`config.mk`:
```
export PLATFORM = sky130hd
export DESIGN_NAME = duration_string_parser
export DESIGN_NICKNAME = d
export VERILOG_FILES = /design/src/rtl/core/dur_pkg.sv /design/src/rtl/core/duration_string_parser.sv /design/src/rtl/core/dur_front.sv /design/src/rtl/core/dur_queue.sv /design/src/rtl/core/dur_exec.sv /design/src/rtl/core/dur_result.sv
export SDC_FILE = /design/constraint.sdc
export NUM_CORES = 2
export LEC_CHECK = 0
export BUFFER_PORTS_ARGS = -buffer_cell sky130_fd_sc_hd__buf_2
export CAP_MARGIN = 10
export CORE_MARGIN = 2
export CORE_UTILIZATION = 45
export CTS_BUF_LIST = sky130_fd_sc_hd__clkbuf_2 sky130_fd_sc_hd__clkbuf_4 sky130_fd_sc_hd__clkbuf_8
export CTS_CLUSTER_SIZE = 8
export DETAILED_ROUTE_END_ITERATION = 10
export PLACE_DENSITY = 0.66
export SLEW_MARGIN = 15
export SYNTH_ARGS = -nofsm -noshare
export SYNTH_HDL_FRONTEND = slang
export SYNTH_SLANG_ARGS = --single-unit
```
`constraint.sdc`:
```
create_clock -name aclk -period 17.1 [get_ports aclk]
set_input_delay 2.565 -clock aclk [delete_from_list [all_inputs] [get_ports aclk]]
set_output_delay 2.565 -clock aclk [all_outputs]
set_load 0.03 [all_outputs]
```
`src/rtl/core/dur_pkg.sv`:
```
`timescale 1ns / 1ps
// dur_pkg: shared types, unit tables and constants for the duration string parser.
// No dependencies; imported by every dur_* module and the top level.
package dur_pkg;

    localparam int ACCUM_BITS_DEF = 40;
    localparam int QUEUE_DEPTH    = 2;
    localparam int S_TDATA_W      = 8;
    localparam int M_TDATA_W      = 56;
    localparam int DUR_W          = 51;
    localparam int TOTAL_W        = 33;
    localparam int LIM_W          = 31;
    localparam int SCALE_W        = 32;
    localparam int BASE_W         = 10;

    localparam logic [LIM_W-1:0]  LIM31   = '1;
    localparam logic [DUR_W-1:0]  OUT_MAX = '1;
    localparam logic [BASE_W-1:0] BASE_MS = 10'd1000;

    localparam logic [63:0] MS_PER_SEC = 64'd1000;
    localparam logic [63:0] LEN_YEAR   = 64'(60 * 60 * 24 * 365);
    localparam logic [63:0] LEN_MONTH  = 64'(60 * 60 * 24 * 30);
    localparam logic [63:0] LEN_WEEK   = 64'(60 * 60 * 24 * 7);
    localparam logic [63:0] LEN_DAY    = 64'(60 * 60 * 24);
    localparam logic [63:0] LEN_HOUR   = 64'(60 * 60);
    localparam logic [63:0] LEN_MIN    = 64'd60;
    localparam logic [63:0] LEN_SEC    = 64'd1;

    localparam logic [LIM_W-1:0] LIM_YEAR_S  = LIM_W'(64'(LIM31) / LEN_YEAR);
    localparam logic [LIM_W-1:0] LIM_MONTH_S = LIM_W'(64'(LIM31) / LEN_MONTH);
    localparam logic [LIM_W-1:0] LIM_WEEK_S  = LIM_W'(64'(LIM31) / LEN_WEEK);
    localparam logic [LIM_W-1:0] LIM_DAY_S   = LIM_W'(64'(LIM31) / LEN_DAY);
    localparam logic [LIM_W-1:0] LIM_HOUR_S  = LIM_W'(64'(LIM31) / LEN_HOUR);
    localparam logic [LIM_W-1:0] LIM_MIN_S   = LIM_W'(64'(LIM31) / LEN_MIN);
    localparam logic [LIM_W-1:0] LIM_SEC_S   = LIM_W'(64'(LIM31) / LEN_SEC);

    localparam logic [LIM_W-1:0] LIM_YEAR_M  = LIM_W'(64'(LIM31) / LEN_YEAR / MS_PER_SEC);
    localparam logic [LIM_W-1:0] LIM_MONTH_M = LIM_W'(64'(LIM31) / LEN_MONTH / MS_PER_SEC);
    localparam logic [LIM_W-1:0] LIM_WEEK_M  = LIM_W'(64'(LIM31) / LEN_WEEK / MS_PER_SEC);
    localparam logic [LIM_W-1:0] LIM_DAY_M   = LIM_W'(64'(LIM31) / LEN_DAY / MS_PER_SEC);
    localparam logic [LIM_W-1:0] LIM_HOUR_M  = LIM_W'(64'(LIM31) / LEN_HOUR / MS_PER_SEC);
    localparam logic [LIM_W-1:0] LIM_MIN_M   = LIM_W'(64'(LIM31) / LEN_MIN / MS_PER_SEC);
    localparam logic [LIM_W-1:0] LIM_SEC_M   = LIM_W'(64'(LIM31) / LEN_SEC / MS_PER_SEC);

    // scales only need to be exact mod 2^32: a product that passes its limit stays below 2^31
    localparam logic [SCALE_W-1:0] SCALE_YEAR_M  = SCALE_W'(LEN_YEAR * MS_PER_SEC);
    localparam logic [SCALE_W-1:0] SCALE_MONTH_M = SCALE_W'(LEN_MONTH * MS_PER_SEC);
    localparam logic [SCALE_W-1:0] SCALE_WEEK_M  = SCALE_W'(LEN_WEEK * MS_PER_SEC);
    localparam logic [SCALE_W-1:0] SCALE_DAY_M   = SCALE_W'(LEN_DAY * MS_PER_SEC);
    localparam logic [SCALE_W-1:0] SCALE_HOUR_M  = SCALE_W'(LEN_HOUR * MS_PER_SEC);
    localparam logic [SCALE_W-1:0] SCALE_MIN_M   = SCALE_W'(LEN_MIN * MS_PER_SEC);
    localparam logic [SCALE_W-1:0] SCALE_SEC_M   = SCALE_W'(LEN_SEC * MS_PER_SEC);

    typedef enum logic [3:0] {
        STEP_START = 4'd0,
        STEP_YEAR  = 4'd1,
        STEP_MONTH = 4'd2,
        STEP_WEEK  = 4'd3,
        STEP_DAY   = 4'd4,
        STEP_HOUR  = 4'd5,
        STEP_MIN   = 4'd6,
        STEP_SEC   = 4'd7,
        STEP_MSEC  = 4'd8,
        STEP_LAST  = 4'd9
    } step_t;

    typedef enum logic [3:0] {
        UNIT_YEAR,
        UNIT_MONTH,
        UNIT_WEEK,
        UNIT_DAY,
        UNIT_HOUR,
        UNIT_MIN,
        UNIT_SEC,
        UNIT_MSEC,
        UNIT_SPACE
    } unit_t;

    typedef enum logic [1:0] {
        TK_DIGIT,
        TK_UNIT,
        TK_MLETTER,
        TK_OTHER
    } tok_kind_t;

    typedef struct packed {
        tok_kind_t   kind;
        unit_t       unit;
        logic [3:0]  digit;
        logic        last;
    } token_t;

    typedef struct packed {
        logic valid;
        logic err;
        logic sec_mode;
    } fin_ctrl_t;

    function automatic step_t unit_target(unit_t u);
        step_t s;
        case (u)
            UNIT_YEAR:  s = STEP_YEAR;
            UNIT_MONTH: s = STEP_MONTH;
            UNIT_WEEK:  s = STEP_WEEK;
            UNIT_DAY:   s = STEP_DAY;
            UNIT_HOUR:  s = STEP_HOUR;
            UNIT_MIN:   s = STEP_MIN;
            UNIT_SEC:   s = STEP_SEC;
            UNIT_MSEC:  s = STEP_MSEC;
            default:    s = STEP_LAST;
        endcase
        return s;
    endfunction

    // a unit is out of order once the step has reached this value
    function automatic step_t unit_floor(unit_t u);
        step_t s;
        case (u)
            UNIT_SPACE: s = STEP_SEC;
            default:    s = unit_target(u);
        endcase
        return s;
    endfunction

    function automatic logic [SCALE_W-1:0] unit_scale(unit_t u, logic sec_mode);
        logic [SCALE_W-1:0] v;
        case (u)
            UNIT_YEAR:  v = sec_mode ? SCALE_W'(LEN_YEAR)  : SCALE_YEAR_M;
            UNIT_MONTH: v = sec_mode ? SCALE_W'(LEN_MONTH) : SCALE_MONTH_M;
            UNIT_WEEK:  v = sec_mode ? SCALE_W'(LEN_WEEK)  : SCALE_WEEK_M;
            UNIT_DAY:   v = sec_mode ? SCALE_W'(LEN_DAY)   : SCALE_DAY_M;
            UNIT_HOUR:  v = sec_mode ? SCALE_W'(LEN_HOUR)  : SCALE_HOUR_M;
            UNIT_MIN:   v = sec_mode ? SCALE_W'(LEN_MIN)   : SCALE_MIN_M;
            UNIT_MSEC:  v = SCALE_W'(LEN_SEC);
            default:    v = sec_mode ? SCALE_W'(LEN_SEC)   : SCALE_SEC_M;
        endcase
        return v;
    endfunction

    function automatic logic [LIM_W-1:0] unit_limit(unit_t u, logic sec_mode);
        logic [LIM_W-1:0] v;
        case (u)
            UNIT_YEAR:  v = sec_mode ? LIM_YEAR_S  : LIM_YEAR_M;
            UNIT_MONTH: v = sec_mode ? LIM_MONTH_S : LIM_MONTH_M;
            UNIT_WEEK:  v = sec_mode ? LIM_WEEK_S  : LIM_WEEK_M;
            UNIT_DAY:   v = sec_mode ? LIM_DAY_S   : LIM_DAY_M;
            UNIT_HOUR:  v = sec_mode ? LIM_HOUR_S  : LIM_HOUR_M;
            UNIT_MIN:   v = sec_mode ? LIM_MIN_S   : LIM_MIN_M;
            UNIT_MSEC:  v = LIM31;
            default:    v = sec_mode ? LIM_SEC_S   : LIM_SEC_M;
        endcase
        return v;
    endfunction

endpackage

```
`src/rtl/core/duration_string_parser.sv`:
```
`timescale 1ns / 1ps
// duration_string_parser: characters in, one duration per string out.
// m_axis_tvalid rises after the tlast token passes the queue, dur_exec, r1 and r2.
// Throughput: one character per cycle while s_axis_tready is high, set by dur_exec.
// Reset: seconds mode, parser state cleared, queue and result pipeline empty.
// Depends on dur_pkg, dur_front, dur_queue, dur_exec, dur_result.
module duration_string_parser
    import dur_pkg::*;
#(
    parameter int ACCUM_BITS = ACCUM_BITS_DEF
) (
    input  logic                 aclk,
    input  logic                 aresetn,
    input  logic                 cfg_wr_en,
    input  logic                 cfg_wr_data,    // seconds_mode
    input  logic                 s_axis_tvalid,
    output logic                 s_axis_tready,
    input  logic [S_TDATA_W-1:0] s_axis_tdata,   // [7:0] char_code
    input  logic                 s_axis_tlast,   // is_last
    output logic                 m_axis_tvalid,
    input  logic                 m_axis_tready,
    output logic [M_TDATA_W-1:0] m_axis_tdata,   // [50:0] duration, [55:51] zero
    output logic                 m_axis_tuser    // parse_error
);

    logic                  q_ready, q_push, q_valid, q_pop;
    token_t                push_tok, head_tok;
    fin_ctrl_t             fin_ctrl;
    logic [TOTAL_W-1:0]    fin_tot;
    logic [ACCUM_BITS-1:0] fin_acc;
    logic                  fin_ready;
    logic [DUR_W-1:0]      m_dur;

    dur_front u_front (
        .s_axis_tvalid (s_axis_tvalid),
        .s_axis_tready (s_axis_tready),
        .s_axis_tdata  (s_axis_tdata),
        .s_axis_tlast  (s_axis_tlast),
        .q_ready       (q_ready),
        .q_push        (q_push),
        .q_tok         (push_tok)
    );

    dur_queue u_queue (
        .aclk       (aclk),
        .aresetn    (aresetn),
        .push       (q_push),
        .push_tok   (push_tok),
        .push_ready (q_ready),
        .pop        (q_pop),
        .head_valid (q_valid),
        .head_tok   (head_tok)
    );

    dur_exec #(
        .ACCUM_BITS (ACCUM_BITS)
    ) u_exec (
        .aclk        (aclk),
        .aresetn     (aresetn),
        .cfg_wr_en   (cfg_wr_en),
        .cfg_wr_data (cfg_wr_data),
        .q_valid     (q_valid),
        .q_tok       (head_tok),
        .q_pop       (q_pop),
        .fin_ctrl    (fin_ctrl),
        .fin_tot     (fin_tot),
        .fin_acc     (fin_acc),
        .fin_ready   (fin_ready)
    );

    dur_result #(
        .ACCUM_BITS (ACCUM_BITS)
    ) u_result (
        .aclk      (aclk),
        .aresetn   (aresetn),
        .fin_ctrl  (fin_ctrl),
        .fin_tot   (fin_tot),
        .fin_acc   (fin_acc),
        .fin_ready (fin_ready),
        .m_valid   (m_axis_tvalid),
        .m_ready   (m_axis_tready),
        .m_dur     (m_dur),
        .m_err     (m_axis_tuser)
    );

    assign m_axis_tdata = M_TDATA_W'(m_dur);

endmodule

```
`src/rtl/core/dur_front.sv`:
```
`timescale 1ns / 1ps
// dur_front: accepts input characters and classifies each into a token.
// Depends on dur_pkg; feeds dur_queue.
module dur_front
    import dur_pkg::*;
(
    input  logic                 s_axis_tvalid,
    output logic                 s_axis_tready,
    input  logic [S_TDATA_W-1:0] s_axis_tdata,   // [7:0] char_code
    input  logic                 s_axis_tlast,   // is_last
    input  logic                 q_ready,
    output logic                 q_push,
    output token_t               q_tok
);

    localparam logic [7:0] CH_0     = "0";
    localparam logic [7:0] CH_9     = "9";
    localparam logic [7:0] CH_Y     = "y";
    localparam logic [7:0] CH_MON   = "M";
    localparam logic [7:0] CH_W     = "w";
    localparam logic [7:0] CH_D     = "d";
    localparam logic [7:0] CH_H     = "h";
    localparam logic [7:0] CH_M     = "m";
    localparam logic [7:0] CH_S     = "s";
    localparam logic [7:0] CH_SPACE = " ";

    logic [7:0] digit_off;

    assign s_axis_tready = q_ready;
    assign q_push        = s_axis_tvalid & q_ready;
    assign digit_off     = s_axis_tdata - CH_0;

    always_comb begin
        q_tok.kind  = TK_OTHER;
        q_tok.unit  = UNIT_SPACE;
        q_tok.digit = digit_off[3:0];
        q_tok.last  = s_axis_tlast;
        if (s_axis_tdata >= CH_0 && s_axis_tdata <= CH_9) begin
            q_tok.kind = TK_DIGIT;
        end else begin
            case (s_axis_tdata)
                CH_Y: begin
                    q_tok.kind = TK_UNIT;
                    q_tok.unit = UNIT_YEAR;
                end
                CH_MON: begin
                    q_tok.kind = TK_UNIT;
                    q_tok.unit = UNIT_MONTH;
                end
                CH_W: begin
                    q_tok.kind = TK_UNIT;
                    q_tok.unit = UNIT_WEEK;
                end
                CH_D: begin
                    q_tok.kind = TK_UNIT;
                    q_tok.unit = UNIT_DAY;
                end
                CH_H: begin
                    q_tok.kind = TK_UNIT;
                    q_tok.unit = UNIT_HOUR;
                end
                CH_S: begin
                    q_tok.kind = TK_UNIT;
                    q_tok.unit = UNIT_SEC;
                end
                CH_SPACE: begin
                    q_tok.kind = TK_UNIT;
                    q_tok.unit = UNIT_SPACE;
                end
                CH_M: begin
                    q_tok.kind = TK_MLETTER;
                end
                default: begin
                    q_tok.kind = TK_OTHER;
                end
            endcase
        end
    end

endmodule

```
`src/rtl/core/dur_queue.sv`:
```
`timescale 1ns / 1ps
// dur_queue: short token queue between the classifier and the parse engine.
// Depends on dur_pkg.
module dur_queue
    import dur_pkg::*;
(
    input  logic   aclk,
    input  logic   aresetn,
    input  logic   push,
    input  token_t push_tok,
    output logic   push_ready,
    input  logic   pop,
    output logic   head_valid,
    output token_t head_tok
);

    localparam int PTR_W = (QUEUE_DEPTH > 1) ? $clog2(QUEUE_DEPTH) : 1;
    localparam int CNT_W = $clog2(QUEUE_DEPTH + 1);
    localparam logic [PTR_W-1:0] PTR_END = PTR_W'(QUEUE_DEPTH - 1);
    localparam logic [CNT_W-1:0] CNT_FULL = CNT_W'(QUEUE_DEPTH);

    token_t            slot_reg [QUEUE_DEPTH];
    logic [PTR_W-1:0]  wr_ptr_reg, wr_ptr_next;
    logic [PTR_W-1:0]  rd_ptr_reg, rd_ptr_next;
    logic [CNT_W-1:0]  count_reg, count_next;

    assign push_ready = (count_reg != CNT_FULL);
    assign head_valid = (count_reg != '0);
    assign head_tok   = slot_reg[rd_ptr_reg];

    always_comb begin
        wr_ptr_next = wr_ptr_reg;
        rd_ptr_next = rd_ptr_reg;
        count_next  = count_reg;
        if (push) begin
            wr_ptr_next = (wr_ptr_reg == PTR_END) ? '0 : wr_ptr_reg + 1'b1;
        end
        if (pop) begin
            rd_ptr_next = (rd_ptr_reg == PTR_END) ? '0 : rd_ptr_reg + 1'b1;
        end
        if (push && !pop) begin
            count_next = count_reg + 1'b1;
        end else if (pop && !push) begin
            count_next = count_reg - 1'b1;
        end
    end

    always_ff @(posedge aclk) begin
        if (!aresetn) begin
            wr_ptr_reg <= '0;
            rd_ptr_reg <= '0;
            count_reg  <= '0;
        end else begin
            wr_ptr_reg <= wr_ptr_next;
            rd_ptr_reg <= rd_ptr_next;
            count_reg  <= count_next;
        end
    end

    always_ff @(posedge aclk) begin
        if (push) begin
            slot_reg[wr_ptr_reg] <= push_tok;
        end
    end

endmodule

```
`src/rtl/core/dur_exec.sv`:
```
`timescale 1ns / 1ps
// dur_exec: parse engine; one token per cycle, stalled by fin_ready on a last token,
// updates acc, total and unit order. Uses dur_pkg; pops dur_queue, feeds dur_result.
module dur_exec
    import dur_pkg::*;
#(
    parameter int ACCUM_BITS = ACCUM_BITS_DEF
) (
    input  logic                  aclk,
    input  logic                  aresetn,
    input  logic                  cfg_wr_en,
    input  logic                  cfg_wr_data,
    input  logic                  q_valid,
    input  token_t                q_tok,
    output logic                  q_pop,
    output fin_ctrl_t             fin_ctrl,
    output logic [TOTAL_W-1:0]    fin_tot,
    output logic [ACCUM_BITS-1:0] fin_acc,
    input  logic                  fin_ready
);

    localparam int AW  = ACCUM_BITS;
    localparam int AXW = ACCUM_BITS + 4;

    logic                 mode_reg, mode_next;
    step_t                step_reg, step_next;
    logic [AW-1:0]        acc_reg, acc_next;
    logic [TOTAL_W-1:0]   tot_reg, tot_next;
    logic                 seen_reg, seen_next;
    logic                 err_reg, err_next;
    logic                 pm_reg, pm_next;
    logic                 skip_reg, skip_next;

    // token-level next state, before restart handling
    step_t                step_tk;
    logic [AW-1:0]        acc_tk;
    logic [TOTAL_W-1:0]   tot_tk;
    logic                 seen_tk, err_tk, pm_tk, skip_tk;

    unit_t                prim_unit;
    logic [SCALE_W-1:0]   prim_scale;
    logic [LIM_W-1:0]     prim_limit;
    logic [SCALE_W-1:0]   prim_prod;
    logic [TOTAL_W:0]     prim_sum;
    logic                 prim_fail;
    logic                 is_s, is_space;
    logic [AXW-1:0]       acc_x10;
    logic [AW-1:0]        acc_dig;

    assign is_s     = (q_tok.kind == TK_UNIT) && (q_tok.unit == UNIT_SEC);
    assign is_space = (q_tok.kind == TK_UNIT) && (q_tok.unit == UNIT_SPACE);

    // the one unit close per token that can see a nonzero accumulator
    always_comb begin
        if (pm_reg) begin
            prim_unit = is_s ? UNIT_MSEC : UNIT_MIN;
        end else if (q_tok.kind == TK_UNIT) begin
            prim_unit = q_tok.unit;
        end else begin
            prim_unit = UNIT_MIN;
        end
    end

    assign prim_scale = unit_scale(prim_unit, mode_reg);
    assign prim_limit = unit_limit(prim_unit, mode_reg);
    assign prim_prod  = SCALE_W'(acc_reg[LIM_W-1:0]) * prim_scale;
    assign prim_sum   = (TOTAL_W+1)'(tot_reg) + (TOTAL_W+1)'(prim_prod);
    assign prim_fail  = (step_reg >= unit_floor(prim_unit))
                      || ((prim_unit == UNIT_MSEC) && mode_reg)
                      || (acc_reg > AW'(prim_limit))
                      || (prim_sum > (TOTAL_W+1)'(LIM31));

    assign acc_x10 = AXW'({acc_reg, 3'b000}) + AXW'({acc_reg, 1'b0}) + AXW'(q_tok.digit);
    assign acc_dig = (acc_x10[AXW-1:AW] != '0) ? '1 : acc_x10[AW-1:0];

    always_comb begin
        step_tk = step_reg;
        acc_tk  = acc_reg;
        tot_tk  = tot_reg;
        seen_tk = seen_reg;
        err_tk  = err_reg;
        pm_tk   = pm_reg;
        skip_tk = skip_reg;
        if (!err_reg) begin
            if (pm_reg) begin
                pm_tk = 1'b0;
                if (prim_fail) begin
                    err_tk = 1'b1;
                end else begin
                    step_tk = unit_target(prim_unit);
                    acc_tk  = '0;
                    tot_tk  = prim_sum[TOTAL_W-1:0];
                    skip_tk = 1'b1;
                    if (!is_s) begin
                        case (q_tok.kind)
                            TK_DIGIT: begin
                                acc_tk  = AW'(q_tok.digit);
                                seen_tk = 1'b1;
                                skip_tk = 1'b0;
                            end
                            TK_UNIT: begin
                                if (!is_space) begin
                                    err_tk = 1'b1;
                                end
                            end
                            TK_MLETTER: begin
                                skip_tk = 1'b0;
                                if (q_tok.last) begin
                                    err_tk = 1'b1;
                                end else begin
                                    pm_tk = 1'b1;
                                end
                            end
                            default: begin
                                err_tk = 1'b1;
                            end
                        endcase
                    end
                end
            end else if (!(skip_reg && is_space)) begin
                skip_tk = 1'b0;
                case (q_tok.kind)
                    TK_DIGIT: begin
                        acc_tk  = acc_dig;
                        seen_tk = 1'b1;
                    end
                    TK_UNIT, TK_MLETTER: begin
                        if (q_tok.kind == TK_MLETTER && !q_tok.last) begin
                            pm_tk = 1'b1;
                        end else if (prim_fail) begin
                            err_tk = 1'b1;
                        end else begin
                            step_tk = unit_target(prim_unit);
                            acc_tk  = '0;
                            tot_tk  = prim_sum[TOTAL_W-1:0];
                            skip_tk = 1'b1;
                        end
                    end
                    default: begin
                        err_tk = 1'b1;
                    end
                endcase
            end
        end
    end

    assign q_pop          = q_valid && (!q_tok.last || fin_ready);
    assign fin_ctrl.valid = q_valid && q_tok.last;
    assign fin_ctrl.err   = err_tk || !seen_tk;
    assign fin_ctrl.sec_mode = mode_reg;
    assign fin_tot        = tot_tk;
    assign fin_acc        = acc_tk;

    always_comb begin
        mode_next = mode_reg;
        step_next = step_reg;
        acc_next  = acc_reg;
        tot_next  = tot_reg;
        seen_next = seen_reg;
        err_next  = err_reg;
        pm_next   = pm_reg;
        skip_next = skip_reg;
        if (cfg_wr_en || (q_pop && q_tok.last)) begin
            mode_next = cfg_wr_en ? cfg_wr_data : mode_reg;
            step_next = mode_next ? STEP_START : STEP_MONTH;
            acc_next  = '0;
            tot_next  = '0;
            seen_next = 1'b0;
            err_next  = 1'b0;
            pm_next   = 1'b0;
            skip_next = 1'b0;
        end else if (q_pop) begin
            step_next = step_tk;
            acc_next  = acc_tk;
            tot_next  = tot_tk;
            seen_next = seen_tk;
            err_next  = err_tk;
            pm_next   = pm_tk;
            skip_next = skip_tk;
        end
    end

    always_ff @(posedge aclk) begin
        if (!aresetn) begin
            mode_reg <= 1'b1;
            step_reg <= STEP_START;
            acc_reg  <= '0;
            tot_reg  <= '0;
            seen_reg <= 1'b0;
            err_reg  <= 1'b0;
            pm_reg   <= 1'b0;
            skip_reg <= 1'b0;
        end else begin
            mode_reg <= mode_next;
            step_reg <= step_next;
            acc_reg  <= acc_next;
            tot_reg  <= tot_next;
            seen_reg <= seen_next;
            err_reg  <= err_next;
            pm_reg   <= pm_next;
            skip_reg <= skip_next;
        end
    end

endmodule

```
`src/rtl/core/dur_result.sv`:
```
`timescale 1ns / 1ps
// dur_result: two-stage result pipeline; scales trailing digits, adds, saturates; zero on error.
// Depends on dur_pkg; drives the m_axis output register.
module dur_result
    import dur_pkg::*;
#(
    parameter int ACCUM_BITS = ACCUM_BITS_DEF
) (
    input  logic                  aclk,
    input  logic                  aresetn,
    input  fin_ctrl_t             fin_ctrl,
    input  logic [TOTAL_W-1:0]    fin_tot,
    input  logic [ACCUM_BITS-1:0] fin_acc,
    output logic                  fin_ready,
    output logic                  m_valid,
    input  logic                  m_ready,
    output logic [DUR_W-1:0]      m_dur,
    output logic                  m_err
);

    localparam int PW = ACCUM_BITS + BASE_W;
    localparam int SW = (PW + 1 > DUR_W + 1) ? PW + 1 : DUR_W + 1;

    logic                r1_valid_reg, r1_valid_next;
    logic [PW-1:0]       r1_prod_reg;
    logic [TOTAL_W-1:0]  r1_tot_reg;
    logic                r1_err_reg;
    logic                r2_valid_reg, r2_valid_next;
    logic [DUR_W-1:0]    r2_dur_reg, r2_dur_next;
    logic                r2_err_reg;
    logic                r1_load, r2_load;
    logic [PW-1:0]       prod_next;
    logic [SW-1:0]       sum;

    assign r2_load   = !r2_valid_reg || m_ready;
    assign fin_ready = !r1_valid_reg || r2_load;
    assign r1_load   = fin_ctrl.valid && fin_ready;

    assign prod_next = fin_ctrl.sec_mode ? PW'(fin_acc) : PW'(fin_acc) * PW'(BASE_MS);
    assign sum       = SW'(r1_prod_reg) + SW'(r1_tot_reg);

    always_comb begin
        if (r1_err_reg) begin
            r2_dur_next = '0;
        end else if (sum > SW'(OUT_MAX)) begin
            r2_dur_next = OUT_MAX;
        end else begin
            r2_dur_next = sum[DUR_W-1:0];
        end
    end

    always_comb begin
        r1_valid_next = r1_valid_reg;
        if (r1_load) begin
            r1_valid_next = 1'b1;
        end else if (r2_load) begin
            r1_valid_next = 1'b0;
        end
        r2_valid_next = r2_load ? r1_valid_reg : r2_valid_reg;
    end

    always_ff @(posedge aclk) begin
        if (!aresetn) begin
            r1_valid_reg <= 1'b0;
            r2_valid_reg <= 1'b0;
        end else begin
            r1_valid_reg <= r1_valid_next;
            r2_valid_reg <= r2_valid_next;
        end
    end

    always_ff @(posedge aclk) begin
        if (r1_load) begin
            r1_prod_reg <= prod_next;
            r1_tot_reg  <= fin_tot;
            r1_err_reg  <= fin_ctrl.err;
        end
        if (r2_load && r1_valid_reg) begin
            r2_dur_reg <= r2_dur_next;
            r2_err_reg <= r1_err_reg;
        end
    end

    assign m_valid = r2_valid_reg;
    assign m_dur   = r2_dur_reg;
    assign m_err   = r2_err_reg;

endmodule
```
==> run metrics <==
count of cell types in the netlist 104; Slew @ Worst Pin 1.24 ns; Longest Clk Path Bufs 3; Yosys warnings 0; Arr. time, crit path 16.92 ns; DRC viols 0; Crit-path slowest cell fa_1; first-pass GRT wire length 176000 um; Setup WS pre-CTS -0.313 ns; DR iter-0 viols 2356; count leader, synth inv_1; Logic pwr share 71.3%; unrepaired setup endpoints after global routing yes; total routed wirelength 112000 um; number of max-cap violations 0; Initial Util 45.6%; IO Pins 74; status finished clean; Max VDD drop 0.0722 mV; hold-fix buffers at CTS 0; Routed WL per cell 19.0 um; grt ovf 0; Critical Path RT 17.41 ns; final worst setup slack 0.492 ns; Final Cycle Share 97.1%; I/O Buffers 68; Final ANT Viol Nets 0; Final Critical Period 16.61 ns; gate count of the mapped netlist 4427; Core Util, Final 51.6%; gr usage total 24.6%; switching share of power 49.1%; skew final 0.0475 ns; CTS root buf clkbuf_8; Syn Area/Cell 8.96 um2; Synth top cells by count 725 x inv_1, 533 x fa_1, 433 x ha_1; die area 90500 um2; Worst-Skew Late Latency 0.61 ns; area leader, netlist fa_1; CTS tree built; share of cells above drive strength 1 14.4%; CTS H-Tree Depth 2; P_int 0.00274 W; dpl cell area 43000 um2; WHS 0.481 ns; area grow syn2layout 13.3%; Pre-antenna DRT Iters 6; startpoint class of the critical path flip-flop; Final Hold Viols 0; top_reg_cell synth edfxtp_1; Clk pin slew, worst setup/hold paths 0.06 ns; max reg flops 51; row cnt 108; total number of vias 32100; Antenna Cells 0; Post-synth ARST share 0%; max incr delay on CP 0.56 ns; critical path class reg2reg; fillcell total 8066; Slew Viols, Final 0; detailed placement HPWL 88600 um; crit path capture type flip-flop; sequential share of power 17.1%; final net count 5678; clock power share 11.6%; number of synthesized flops with an enable pin 158; CP Max Fanout 6; main area contributors after synthesis fa_1 27%, ha_1 14%, edfxtp_1 12%; Yosys reg bits 247; Final Setup Violations 0; relative slew slack 17.1%; Post-Syn Area 39700 um2; Worst Hold Class reg2reg; Vias/cell 5.45; pin count of the biggest net entering global routing 85; initial antenna violation count 1; FMAX 0.0602 GHz; core area 87000 um2; CTS Buf Count 44; die height 301 um; Yosys top cell area share 26.9%; P_sw 0.00264 W; Power Dens Cells 120 nW/um2; number of global-route vias before repair 31800; CTS Sinks 247; post-route cell area 44900 um2; RePlAce Congestion 0.947; leakage power 22.0 nW; Die X 301 um; register area share after synthesis 16.5%
-- through the flow --
stage | TNS [ns] | std cells | total power (W)
5_1_grt | -0.476 | 5884 | 0.00588
4_1_cts | 0 | 5852 | 0.00528
2_1_floorplan | 0 | 4431 | 0.00342
3_5_place_dp | -1.33 | 5773 | 0.00462
3_3_place_gp | 0 | 5773 | 0.00456
6_report | 0 | 5884 | 0.00539
-- power groups by stage --
stage / Combinational [W] / Clock, W / Sequential [W]
2_1_floorplan: 0.00252 / 0 / 0.000906
3_3_place_gp: 0.00364 / 0 / 0.000924
3_5_place_dp: 0.00369 / 0 / 0.000927
4_1_cts: 0.00373 / 0.000638 / 0.000916
5_1_grt: 0.00429 / 0.000665 / 0.000931
6_report: 0.00384 / 0.000625 / 0.000919
-- cell families after synthesis --
kind of cell	Yosys count	synth area share (%)
compound gates	772	12.9
mux	48	1.33
xor+xnor	210	4.73
fa+ha+maj	966	40.6
buf+inv	899	8.67
flops	247	16.5
simple gates	1284	15.4
other cells	1	0.00946
-- cells in the final DEF, fill, tap and decap left out, types with 11 or more instances in the layout --
master,instances
a211o_1,13
a211oi_1,31
a21o_1,79
a21oi_1,207
a2bb2oi_1,11
a31oi_1,26
and2_1,209
and3_1,53
buf_2,68
buf_4,310
buf_6,11
clkbuf_4,11
clkbuf_8,48
dfxtp_1,87
edfxtp_1,158
fa_1,526
ha_1,418
inv_1,715
mux2_2,37
nand2_1,419
nand2b_1,29
nand3_1,57
nand4_1,23
nor2_1,314
nor2b_1,28
nor3_1,61
o211ai_1,19
o21a_1,42
o21ai_0,136
o21ai_1,16
o21ai_2,18
o21bai_1,20
or2_2,11
or3_1,16
xnor2_1,135
xor2_1,66
-- metal layers --
metal  vias to the layer above  track usage, %  part of all wire [%]
li1                      15000               -                     -
met1                     15700            34.5                    44
met2                      1098            39.4                    45
met3                       222            3.43                   6.5
met4                         2            7.91                   3.7
met5                         -               0                0.0098
-- final cells by class --
type,count,area [um2],share of cell area [%]
timing repair buffer,393,2870,6.39
multi-input combinational,3285,30400,67.6
clock buffer,59,743,1.65
sequential,247,6530,14.5
clock inverter,19,220,0.490
tap,1155,1450,3.22
inverter,726,2730,6.07
-- final timing paths --
| kind | to | depth (start not counted) | slack, ns | startpoint |
|---|---|---|---|---|
| min | u_exec.tot_reg[29] | 2 | 0.48 | u_exec.tot_reg[29] |
| max | u_result.r1_prod_reg[48] | 76 | 0.49 | flip-flop |
| min reg2reg | u_exec.tot_reg[29] | 2 | 0.48 | u_exec.tot_reg[29] |
| max reg2reg | u_result.r1_prod_reg[48] | 76 | 0.49 | flip-flop |
-- timing repair --
item                       4_1_cts  5_1_grt
buffers inserted                 1       31
setup endpoints to repair       11       26
pin swaps                        2       84
cloned                           0        1
gates resized for setup         17      147
-- worst max-delay path, delay by kind of cell, from the launching register on --
family	cells	cell delay (ns)
fa+ha+maj	17	6.99
xor+xnor	2	0.33
compound gates	25	4.72
mux	1	0.23
simple gates	11	1.43
flops	1	0.37
buf+inv	20	2.24
No activity file was read; power rests on OpenSTA's default activity.
